<file path="src/rtl/bpc_pkg.sv">
`default_nettype none

package bpc_pkg;

  localparam int SPEED_POINTS    = 7;
  localparam int POSITION_POINTS = 5;

  localparam int SPD_FRAC_W = 8;   // speed input is 1/256 mph
  localparam int SPD_IN_W   = 14;
  localparam int POS_IN_W   = 16;
  localparam int PW_W       = 16;
  localparam int SPD_GRID_W = 6;
  localparam int POS_W      = 10;
  localparam int WATT_W     = 12;

  // Segment and ROM index widths
  localparam int XI_W = $clog2(SPEED_POINTS - 1);
  localparam int YI_W = $clog2(POSITION_POINTS - 1);
  localparam int XR_W = $clog2(SPEED_POINTS);
  localparam int YR_W = $clog2(POSITION_POINTS);

  // Datapath widths sized for the grid below
  localparam int DX_W        = 13;  // widest speed segment is 25 mph = 6400
  localparam int DY_W        = 8;   // position segment is 250
  localparam int AB_W        = 20;  // 3324 * 250
  localparam int NUM_W       = 33;  // 3324 * 250 * 6400
  localparam int RECIP_SHIFT = 32;
  localparam int RECIP_W     = 18;  // 2^32 / 20000
  localparam int DIV_W       = 17;  // 16 * 25 * 250
  localparam int Q_W         = 17;
  localparam int R_W         = 19;  // remainder stays below three divisors

  localparam logic [SPD_GRID_W-1:0] SPEED_GRID [SPEED_POINTS] =
    '{6'd0, 6'd5, 6'd10, 6'd15, 6'd20, 6'd25, 6'd50};

  localparam logic [POS_W-1:0] POS_GRID [POSITION_POINTS] =
    '{10'd0, 10'd250, 10'd500, 10'd750, 10'd1000};

  localparam logic [WATT_W-1:0] WATT_ROM [SPEED_POINTS][POSITION_POINTS] = '{
    '{12'd0,   12'd0,    12'd0,    12'd0,    12'd0   },
    '{12'd52,  12'd68,   12'd80,   12'd102,  12'd124 },
    '{12'd117, 12'd143,  12'd217,  12'd280,  12'd343 },
    '{12'd188, 12'd246,  12'd383,  12'd490,  12'd597 },
    '{12'd265, 12'd380,  12'd580,  12'd732,  12'd884 },
    '{12'd349, 12'd544,  12'd806,  12'd1006, 12'd1206},
    '{12'd861, 12'd1806, 12'd2388, 12'd2856, 12'd3324}
  };

  localparam logic [PW_W-1:0] PW_MAX = 16'hFFFF;

  typedef enum logic [1:0] {
    STATUS_OK    = 2'd0,
    STATUS_SPEED = 2'd1,
    STATUS_POS   = 2'd2
  } status_t;

  typedef struct packed {
    logic        [SPD_IN_W-1:0] speed_mph;
    logic signed [POS_IN_W-1:0] position;
  } sample_t;

  typedef struct packed {
    logic [PW_W-1:0] power_watts;
    status_t         status;
  } result_t;

  typedef struct packed {
    logic [NUM_W-1:0] num;
    logic [XI_W-1:0]  xi;
    logic [YI_W-1:0]  yi;
    status_t          status;
  } div_req_t;

  function automatic logic [SPD_IN_W-1:0] speed_pt(input logic [XR_W-1:0] idx);
    return {SPEED_GRID[idx], {SPD_FRAC_W{1'b0}}};
  endfunction

endpackage

`default_nettype wire

</file>
<file path="src/rtl/bpc_div.sv">
`default_nettype none

// Pipelined exact floor(num / K) where K = 16 * speed step (mph) * position step
// for the selected segment. Reciprocal multiply, back-multiply, then up to two
// correction steps.
module bpc_div (
  input  wire logic              clk,
  input  wire logic              rst,
  input  wire logic              req_valid,
  output logic                   req_stall,
  input  wire bpc_pkg::div_req_t req,
  output logic                   result_valid,
  input  wire logic              result_stall,
  output bpc_pkg::result_t       result
);
  import bpc_pkg::*;

  localparam int PROD_W = NUM_W + RECIP_W;

  logic [DIV_W-1:0]   div_tab   [SPEED_POINTS-1][POSITION_POINTS-1];
  logic [RECIP_W-1:0] recip_tab [SPEED_POINTS-1][POSITION_POINTS-1];

  for (genvar gx = 0; gx < SPEED_POINTS - 1; gx++) begin : g_x
    for (genvar gy = 0; gy < POSITION_POINTS - 1; gy++) begin : g_y
      localparam longint unsigned KV = 64'd16
        * longint'(int'(SPEED_GRID[gx+1] - SPEED_GRID[gx]))
        * longint'(int'(POS_GRID[gy+1] - POS_GRID[gy]));
      localparam longint unsigned MV = (64'd1 << RECIP_SHIFT) / KV;
      assign div_tab[gx][gy]   = DIV_W'(KV);
      assign recip_tab[gx][gy] = RECIP_W'(MV);
    end
  end

  // stage 5: quotient estimate
  logic             v5, v6;
  div_req_t         r5, r6;
  logic [Q_W-1:0]   q0_5, q0_6;
  logic [NUM_W-1:0] qk6;
  logic             en5, en6, en7;

  logic [PROD_W-1:0] prod;
  logic [R_W-1:0]    rem, k1, k2;
  logic [Q_W-1:0]    q;
  logic [PW_W-1:0]   pw;

  assign en7       = !result_valid || !result_stall;
  assign en6       = !v6 || en7;
  assign en5       = !v5 || en6;
  assign req_stall = !en5;

  assign prod = PROD_W'(req.num) * PROD_W'(recip_tab[req.xi][req.yi]);

  always_ff @(posedge clk) begin
    if (rst) begin
      v5 <= 1'b0;
    end else if (en5) begin
      v5 <= req_valid;
    end
    if (en5) begin
      r5   <= req;
      q0_5 <= Q_W'(prod >> RECIP_SHIFT);
    end
  end

  // stage 6: back-multiply
  always_ff @(posedge clk) begin
    if (rst) begin
      v6 <= 1'b0;
    end else if (en6) begin
      v6 <= v5;
    end
    if (en6) begin
      r6   <= r5;
      q0_6 <= q0_5;
      qk6  <= NUM_W'(NUM_W'(q0_5) * NUM_W'(div_tab[r5.xi][r5.yi]));
    end
  end

  // stage 7: estimate is low by at most two
  always_comb begin
    k1  = R_W'(div_tab[r6.xi][r6.yi]);
    k2  = R_W'({div_tab[r6.xi][r6.yi], 1'b0});
    rem = R_W'(r6.num - qk6);
    if (rem >= k2) begin
      q = q0_6 + Q_W'(2);
    end else if (rem >= k1) begin
      q = q0_6 + Q_W'(1);
    end else begin
      q = q0_6;
    end
    if (q > Q_W'(PW_MAX)) begin
      pw = PW_MAX;
    end else begin
      pw = PW_W'(q);
    end
  end

  always_ff @(posedge clk) begin
    if (rst) begin
      result_valid <= 1'b0;
    end else if (en7) begin
      result_valid <= v6;
    end
    if (en7) begin
      result.status      <= r6.status;
      result.power_watts <= (r6.status == STATUS_OK) ? pw : '0;
    end
  end

endmodule

`default_nettype wire

</file>
<file path="src/rtl/bilinear_power_calibration.sv">
`default_nettype none
// Throughput: one item per cycle when the output is not stalled; seven register
//   stages (segment search, corner blend, two products, sum, reciprocal multiply,
//   back-multiply, correct).
// A stalled result holds; bubbles between stages fill while the output waits.
// Reset (synchronous) clears the stage valid bits only; the data registers are not reset.
module bilinear_power_calibration (
  input  wire logic             clk,
  input  wire logic             rst,
  input  wire logic             sample_valid,
  output logic                  sample_stall,
  input  wire bpc_pkg::sample_t sample,
  output logic                  result_valid,
  input  wire logic             result_stall,
  output bpc_pkg::result_t      result
);
  import bpc_pkg::*;

  logic en1, en2, en3, en4;
  logic v1, v2, v3, v4;
  logic div_stall;

  // stage 1: range check and segment search
  status_t          st1_next, st1, st2, st3;
  logic [XI_W-1:0]  xi1_next, xi1, xi2, xi3;
  logic [YI_W-1:0]  yi1_next, yi1, yi2, yi3;
  logic [DX_W-1:0]  dx1_next, dx1, dx2;
  logic [DY_W-1:0]  dy1_next, dy1;
  logic [POS_W-1:0] pv;

  // stage 2: corner blend along position
  logic [XR_W-1:0]     x0, x1;
  logic [YR_W-1:0]     y0, y1;
  logic [DY_W-1:0]     bymdy;
  logic [SPD_IN_W-1:0] bx;
  logic [AB_W-1:0]     a_next, b_next, a2, b2;
  logic [DX_W-1:0]     bxmdx_next, bxmdx2;

  // stage 3/4
  logic [NUM_W-1:0] p1, p2;
  div_req_t         req4;

  assign en4          = !v4 || !div_stall;
  assign en3          = !v3 || en4;
  assign en2          = !v2 || en3;
  assign en1          = !v1 || en2;
  assign sample_stall = !en1;

  always_comb begin
    pv       = sample.position[POS_W-1:0];
    st1_next = STATUS_OK;
    if (sample.speed_mph > speed_pt(XR_W'(SPEED_POINTS - 1)) ||
        sample.speed_mph < speed_pt(XR_W'(0))) begin
      st1_next = STATUS_SPEED;
    end else if (sample.position < $signed({6'd0, POS_GRID[0]}) ||
                 sample.position > $signed({6'd0, POS_GRID[POSITION_POINTS-1]})) begin
      st1_next = STATUS_POS;
    end
    // top grid point lands in the last segment
    xi1_next = '0;
    for (int i = 1; i < SPEED_POINTS - 1; i++) begin
      if (sample.speed_mph >= speed_pt(XR_W'(i))) xi1_next = XI_W'(i);
    end
    yi1_next = '0;
    for (int i = 1; i < POSITION_POINTS - 1; i++) begin
      if (pv >= POS_GRID[i]) yi1_next = YI_W'(i);
    end
    dx1_next = DX_W'(sample.speed_mph - speed_pt(XR_W'(xi1_next)));
    dy1_next = DY_W'(pv - POS_GRID[YR_W'(yi1_next)]);
  end

  always_ff @(posedge clk) begin
    if (rst) begin
      v1 <= 1'b0;
    end else if (en1) begin
      v1 <= sample_valid;
    end
    if (en1) begin
      st1 <= st1_next;
      xi1 <= xi1_next;
      yi1 <= yi1_next;
      dx1 <= dx1_next;
      dy1 <= dy1_next;
    end
  end

  always_comb begin
    x0    = XR_W'(xi1);
    x1    = XR_W'(xi1) + XR_W'(1);
    y0    = YR_W'(yi1);
    y1    = YR_W'(yi1) + YR_W'(1);
    bymdy = DY_W'(POS_GRID[y1] - POS_GRID[y0]) - dy1;
    bx    = {SPEED_GRID[x1] - SPEED_GRID[x0], {SPD_FRAC_W{1'b0}}};
    bxmdx_next = DX_W'(bx - SPD_IN_W'(dx1));
    a_next = AB_W'(WATT_ROM[x0][y0]) * AB_W'(bymdy)
           + AB_W'(WATT_ROM[x0][y1]) * AB_W'(dy1);
    b_next = AB_W'(WATT_ROM[x1][y0]) * AB_W'(bymdy)
           + AB_W'(WATT_ROM[x1][y1]) * AB_W'(dy1);
  end

  always_ff @(posedge clk) begin
    if (rst) begin
      v2 <= 1'b0;
    end else if (en2) begin
      v2 <= v1;
    end
    if (en2) begin
      st2    <= st1;
      xi2    <= xi1;
      yi2    <= yi1;
      dx2    <= dx1;
      bxmdx2 <= bxmdx_next;
      a2     <= a_next;
      b2     <= b_next;
    end
  end

  always_ff @(posedge clk) begin
    if (rst) begin
      v3 <= 1'b0;
    end else if (en3) begin
      v3 <= v2;
    end
    if (en3) begin
      st3 <= st2;
      xi3 <= xi2;
      yi3 <= yi2;
      p1  <= NUM_W'(a2) * NUM_W'(bxmdx2);
      p2  <= NUM_W'(b2) * NUM_W'(dx2);
    end
  end

  always_ff @(posedge clk) begin
    if (rst) begin
      v4 <= 1'b0;
    end else if (en4) begin
      v4 <= v3;
    end
    if (en4) begin
      req4.num    <= p1 + p2;
      req4.xi     <= xi3;
      req4.yi     <= yi3;
      req4.status <= st3;
    end
  end

  bpc_div u_div (
    .clk          (clk),
    .rst          (rst),
    .req_valid    (v4),
    .req_stall    (div_stall),
    .req          (req4),
    .result_valid (result_valid),
    .result_stall (result_stall),
    .result       (result)
  );

endmodule

`default_nettype wire

</file>
<file path="config.mk">
export PLATFORM = sky130hd
export DESIGN_NAME = bilinear_power_calibration
export DESIGN_NICKNAME = d
export VERILOG_FILES = /design/src/rtl/bpc_pkg.sv /design/src/rtl/bpc_div.sv /design/src/rtl/bilinear_power_calibration.sv
export SDC_FILE = /design/constraint.sdc
export NUM_CORES = 2
export LEC_CHECK = 0
export ABC_AREA = 0
export BUFFER_PORTS_ARGS = -buffer_cell sky130_fd_sc_hd__buf_2
export CAP_MARGIN = 30
export CORE_MARGIN = 3
export CORE_UTILIZATION = 45
export CTS_CLUSTER_SIZE = 14
export DETAILED_ROUTE_END_ITERATION = 16
export GPL_TIMING_DRIVEN = 0
export PLACE_DENSITY = 0.73
export SETUP_SLACK_MARGIN = 0.02
export SYNTH_ARGS = -nofsm -noshare
export SYNTH_HDL_FRONTEND = slang
export SYNTH_SLANG_ARGS = --single-unit
</file>
<file path="constraint.sdc">
create_clock -name clk -period 9.5 [get_ports clk]
set_input_delay 0.95 -clock clk [delete_from_list [all_inputs] [get_ports clk]]
set_output_delay 0.95 -clock clk [all_outputs]
set_load 0.01 [all_outputs]
</file>
Word-level counts from Yosys, hierarchy flattened --
Memories as Yosys holds them, arrays and structs flattened. Cells that the tools add are included.
Storage, ports and cells: bits in registers 344, bits in latches 0, memory bits (writable) 0, bits in read-only memories 3008, input port bits 34, output and inout port bits 20, word-level logic and storage cells 187, memories kept 11
Operators by class: add/subtract/negate cells 14, $mul 8, div/mod/pow operators 0, order comparisons 27, equality and inequality tests 0, shift operators 0, muxes and demuxes 55, bitwise gates (word level) 12, reduce and logical (&&, ||, !) cells 19
Memory list:
- (name not given) | depth 8, width 72, read ports 1, clocked after memory_dff 0, write ports 0, RTL line bpc_div.sv:51 | assign prod = PROD_W'(req.num) * PROD_W'(recip_tab[req.xi][req.yi]);
- (name not given) | depth 8, width 68, read ports 1, clocked after memory_dff 0, write ports 0, RTL line bpc_div.sv:75 | qk6 <= NUM_W'(NUM_W'(q0_5) * NUM_W'(div_tab[r5.xi][r5.yi]));
- (name not given) | depth 8, width 68, read ports 1, clocked after memory_dff 0, write ports 0, RTL line bpc_div.sv:81 | k1 = R_W'(div_tab[r6.xi][r6.yi]);
- (name not given) | depth 8, width 60, read ports 1, clocked after memory_dff 0, write ports 0, RTL line bilinear_power_calibration.sv:98 | + AB_W'(WATT_ROM[x1][y1]) * AB_W'(dy1);
- (name not given) | depth 8, width 60, read ports 1, clocked after memory_dff 0, write ports 0, RTL line bilinear_power_calibration.sv:96 | + AB_W'(WATT_ROM[x0][y1]) * AB_W'(dy1);
- (name not given) | depth 8, width 10, read ports 1, clocked after memory_dff 0, write ports 0, RTL line bilinear_power_calibration.sv:92 | bymdy = DY_W'(POS_GRID[y1] - POS_GRID[y0]) - dy1;
- +5 memories
Operators by type and width (number):
- 2-to-1 mux 68 bit | 4
- 2-to-1 mux 60 bit | 4
- binary-select mux 12 bit (select 3 bit) | 4
- 2-to-1 mux 72 bit | 2
- 2-to-1 mux 17 bit | 6
- 2-to-1 mux 12 bit | 8
- multiplier 12 x 8 -> 20 bit | 4
- binary-select mux 17 bit (select 2 bit) | 2
- multiplier 20 x 13 -> 33 bit | 2
- multiplier 33 x 18 -> 49 bit | 1
- 2-to-1 mux 8 bit | 6
- adder 20 bit | 2
- binary-select mux 18 bit (select 2 bit) | 1
- greater-or-equal comparator 4 bit, second input constant | 9
- 2-to-1 mux 18 bit | 2
- adder 33 bit | 1
- 2-to-1 mux 5 bit | 6
- greater-or-equal comparator 14 x 12 -> 1 bit, second input constant | 2
- greater-or-equal comparator 14 x 13 -> 1 bit, second input constant | 2
- NOT 3 -> 4 bit | 7
- subtractor 13 bit | 2
- subtractor 8 bit | 3
- greater-or-equal comparator 19 x 17 -> 1 bit | 1
- greater-or-equal comparator 19 x 18 -> 1 bit | 1
- other kinds (26) | 53

Depth between registers and ports, before layout --
depth in word-level cells 12, depth in mapped cells 37, depth with buffers taken out 33

Hierarchy --
Synthesis repeated with hierarchy kept, for this count alone.
Second synthesis, totals: cell total of the unflattened synthesis 6272, area, all modules 60524.3 um^2
Modules (own cells, without submodules):
- bilinear_power_calibration | times used 1, cells an instance 4311, area an instance 40094.7 um^2, sequential area each 6476.2 um^2
- bpc_div | times used 1, cells an instance 1961, area an instance 20429.6 um^2, sequential area each 3363.2 um^2

Least setup slack after synthesis --
OpenSTA, ideal clock, no wires.
kind register to register, start register yi1[0], end register a2[19], data pin, library setup time 0.266 ns, data arrival time 8.683 ns, data required time 9.234 ns, slack 0.552 ns, cell stages (with the launch flop) 34, path buffers 5, clock period less this slack 8.948 ns, cells stage by stage edfxtp_1 -> clkbuf_1 -> inv_1 -> clkbuf_1 -> ha_1 -> clkbuf_1 -> buf_1 -> xnor2_1 -> ha_1 -> o21ai_0 -> nand2b_1 -> a21o_1 -> a21o_1 -> a21o_1 -> a21o_1 -> xnor2_1 -> clkbuf_1 -> nand2b_1 -> fa_1 -> inv_1 -> fa_1 -> fa_1 -> fa_1 -> fa_1 -> inv_1 -> fa_1 -> inv_1 -> ha_1 -> o41ai_2 -> o21bai_1 -> o41ai_1 -> o21bai_1 -> o41ai_1 -> xnor2_1
On the way: cells in the longest elaborated chain, start to end 9, elaborated cells on any way between the ends 20, those cells by class add/sub (4); mul (2); mux (10); bitwise (2); memory (2)
Ends and longest elaborated chain:
- start: declaration | RTL line bilinear_power_calibration.sv:26 | logic [YI_W-1:0] yi1_next, yi1, yi2, yi3;
- start signal: assignment | RTL line bilinear_power_calibration.sv:81 | yi1 <= yi1_next;
- adder 2 x 1 -> 3 bit | RTL line bilinear_power_calibration.sv:91 | y1 = YR_W'(yi1) + YR_W'(1);
- NOT 3 -> 4 bit (not written as such) | RTL line bilinear_power_calibration.sv:92, bilinear_power_calibration.sv:96
- memory (8 x 10 bit)
- 2-to-1 mux 8 bit (not written as such) (2 in a row) | RTL line bilinear_power_calibration.sv:92
- subtractor 8 bit (2 in a row) | RTL line bilinear_power_calibration.sv:92
- multiplier 12 x 8 -> 20 bit | RTL line bilinear_power_calibration.sv:95 | a_next = AB_W'(WATT_ROM[x0][y0]) * AB_W'(bymdy)
- adder 20 bit (*) | RTL line bilinear_power_calibration.sv:96
- named net a_next[19] | RTL line bilinear_power_calibration.sv:36 | logic [AB_W-1:0] a_next, b_next, a2, b2;
- end signal: assignment | RTL line bilinear_power_calibration.sv:113 | a2 <= a_next;
- end: declaration | RTL line bilinear_power_calibration.sv:36
Mark *: on every way through the listed nets, which the timed path passes. The rest lies on a longest branch. The select of a mux whose other input is x is not followed. A chain may end at the register's enable or synchronous reset.

Worst setup path in the final report --
start register dy1[3], end register a2[19], data pin
On the way: cells in the longest elaborated chain, start to end 3, elaborated cells on any way between the ends 4, those cells by class add/sub (2); mul (2)
Ends and longest elaborated chain:
- start: declaration | RTL line bilinear_power_calibration.sv:28 | logic [DY_W-1:0] dy1_next, dy1;
- start signal: assignment | RTL line bilinear_power_calibration.sv:83 | dy1 <= dy1_next;
- subtractor 8 bit | RTL line bilinear_power_calibration.sv:92
- multiplier 12 x 8 -> 20 bit | RTL line bilinear_power_calibration.sv:95
- adder 20 bit (*) | RTL line bilinear_power_calibration.sv:96
- named net a_next[19] | RTL line bilinear_power_calibration.sv:36
Mark *: on every way through the listed nets, which the timed path passes. The rest lies on a longest branch.

==> key figures <==
Min path
  • Hold/Removal Path Class: reg -> reg
  • WHS Endpoint: u_div.r6[16]
  • HP Start: u_div.r5[16]
  • Hold depth: 0

Routing
  • Vias per cell: between 5 and 6
  • Mean routed wirelength per cell: 19.3 microns
  • DRT Pass-1 Iters: 6
  • Via count: 42741
  • DRC marker count from the first detailed-route iteration: approximately 3400
  • Antenna Violating Nets Remaining: 0
  • Residual DRC: 0
  • WL final: 155 mm

Critical path
  • Reg2reg start: dy1[3]
  • Crit path DAT: between 9 and 10 ns
  • CP delay by family, top: adder cells
  • WP buf/inv: 6
  • Worst R2R End: a2[19]
  • Worst Path Required: 9.82 ns
  • R2R setup slack: 0.26 ns
  • Startpoint Class: flip-flop
  • FF-to-FF path depth: 29
  • CP max stage cell: edfxtp_1
  • CP Capture Type: flip-flop
  • Crit Path Category: reg -> reg
  • Top cell by count, worst path: fa_1
  • CP peak stage delay: about 0.70 ns
  • Crit path max fanout: 10

CTS
  • CTS root buffer: clkbuf_16
  • Clock Latency Late Sink: 0.60 ns
  • Total CTS buffers: 39
  • Clock sink total: ~320
  • Clk buf depth: 3
  • Clock-pin slew on the worst setup and hold paths: 0.06 ns
  • CTS tree: built
  • Htree depth: 2

Synth
  • Syn avg cell area: 9.77 sq um
  • Async SR Flop Fraction: 0%
  • Top_reg_cell synth: edfxtp_1
  • Commonest cells in the netlist: inv_1, fa_1, ha_1
  • Register area share after synthesis: 16.0%
  • Top cells by area, synth: fa_1, edfxtp_1, ha_1
  • EDFF count, synth: 314
  • Synth Register Bits: between 300 and 400
  • Yosys warns: 0
  • Top cell type's share of synthesized area: 36.7%
  • Cell variety after synth: 91
  • Syn Std Cell Area: approximately 60000 sq um
  • Most frequent cell after synthesis: inv_1
  • Largest area contributor in the netlist: fa_1
  • Synth Instances: about 6000

Global route
  • Overall Global Routing Usage: 23.3%
  • First-pass GRT wire length: around 250 mm
  • Initial antenna violation count: 3
  • Largest net degree at the start of global routing: 70
  • Vias in the first global route: 45953
  • Grt ovf: 0

Die
  • Die height: 370 microns
  • Core area: 132000 sq um
  • Top Ports: 54
  • DIE AREA: 137000 sq um
  • Chip width: ~370 microns
  • Row cnt: 133
  • Initial Util: 45.4%

STA
  • FMAX: between 100 and 150 MHz
  • Worst slew margin: about a quarter
  • Slew at the pin with the worst max-slew slack: 1.12 ns
  • Post-layout minimum cycle time: 9.24 ns
  • Final WS setup: approximately 0.26 ns
  • Final Setup Violations: 0
  • Clock Skew: roughly 0.034 ns
  • Final hold violation count: 0
  • RSZ-0062 raised after global routing: false
  • Crit share post-route: just under 100%
  • Fin. max-slew vios: 0

Job
  • Max-cap viol count: 0

Placement
  • Dpl ws: -2.52 ns
  • Port buffer count: 52
  • Routability congestion estimate: ~0.98
  • Post-DP HPWL: 130 mm

Final layout
  • Nets@finish: 8053
  • Layout cells sized above 1: 4.05%
  • Diode count: 0
  • Layout area overhead: 7.31%
  • Total of fill cells in the finished design: approximately 12000

Outcome
  • Status: finished clean
repair_timing:
action	CTS	global route
pin swaps	0	4
setup endpoints to repair	27	11
resized for setup	38	35
buffers inserted	5	11
hold buffers	0	0
final cells by class:
class | instances | area [sq um] | area share (%)
timing repair buffer | 87 | 591 | 0.921
tap | 1755 | 2200 | 3.42
multi-input combinational | 4166 | 44300 | 69.1
inverter | 1450 | 5450 | 8.50
sequential | 321 | 9570 | 14.9
buffer | 178 | 716 | 1.12
clock inverter | 19 | 236 | 0.369
clock buffer | 51 | 1050 | 1.64
routing by layer:
metal / up-vias / wire (microns) / GRT usage [%]
met3: 350 / 12900 / 4.77
met4: 2 / 6420 / 8.47
met1: 21501 / 64600 / 30.9
li1: 19239 / - / -
met2: 1649 / 71200 / 37.9
met5: - / 13 / 0
layout by cell type, fill, tap and decap left out, drive strengths merged, types with 30 or more instances in the layout:
| master | instances |
|---|---|
| inv | 1450 |
| fa | 1097 |
| ha | 679 |
| nand2 | 586 |
| edfxtp | 314 |
| and2 | 311 |
| nor2 | 270 |
| clkbuf | 211 |
| a21oi | 179 |
| xnor2 | 168 |
| o21ai | 116 |
| buf | 105 |
| a21o | 75 |
| and3 | 65 |
| nand2b | 63 |
| xor2 | 61 |
| nand3 | 53 |
| nor3 | 48 |
| nor2b | 47 |
| a211oi | 34 |
| o21bai | 30 |
logic make-up (layout without fill, tap and decap cells):
family          after synthesis  count (layout)  share of synthesized area [%]
mux                          14              14                          0.327
xor+xnor                    229             229                           3.36
buf+inv                    1632            1785                           10.3
other cells                   1               2                        0.00627
fa+ha+maj                  1776            1776                           51.0
simple gates               1528            1528                           12.3
flops                       321             321                           16.0
compound gates              617             617                           6.77
flip-flops by register name, indices dropped and copies added (netlist names), 2 cells and up:
register and count:
req4 37, p1 33, p2 33, u_div.r5 23, u_div.r6 23, a2 20
b2 20, u_div.result 18, u_div.q0_5 17, u_div.q0_6 17, dx1 13, dx2 13
bxmdx2 12, u_div.qk6 12, dy1 8, x0 3, st1 2, st2 2
st3 2, xi2 2, xi3 2, yi1 2
worst max path at each step:
stage / end / startpoint / depth (start not counted)
2_1_floorplan: a2[19] / yi1[0] / 33
3_3_place_gp: a2[19] / yi1[0] / 33
3_5_place_dp: a2[19] / yi1[0] / 34
4_1_cts: a2[19] / yi1[1] / 32
5_1_grt: a2[19] / dy1[0] / 32
6_report: a2[19] / dy1[3] / 29
per-stage QoR:
step	instances	hold slack, ns	util (%)	instance area [sq um]	setup TNS (ns)
floorplan	6119	0.400	-	59800	0
global placement	7926	0.401	47.3	62200	-38.34
detailed placement	7943	0.405	47.4	62500	-33.56
CTS	8015	0.406	48.6	63900	-0.00583
global route	8027	0.417	48.7	64100	0
finish	8027	0.411	48.7	64100	0
Power is left out: the tool's default activity adds up to more than one toggle a clock period on the data nets, which glitch-free logic cannot reach.
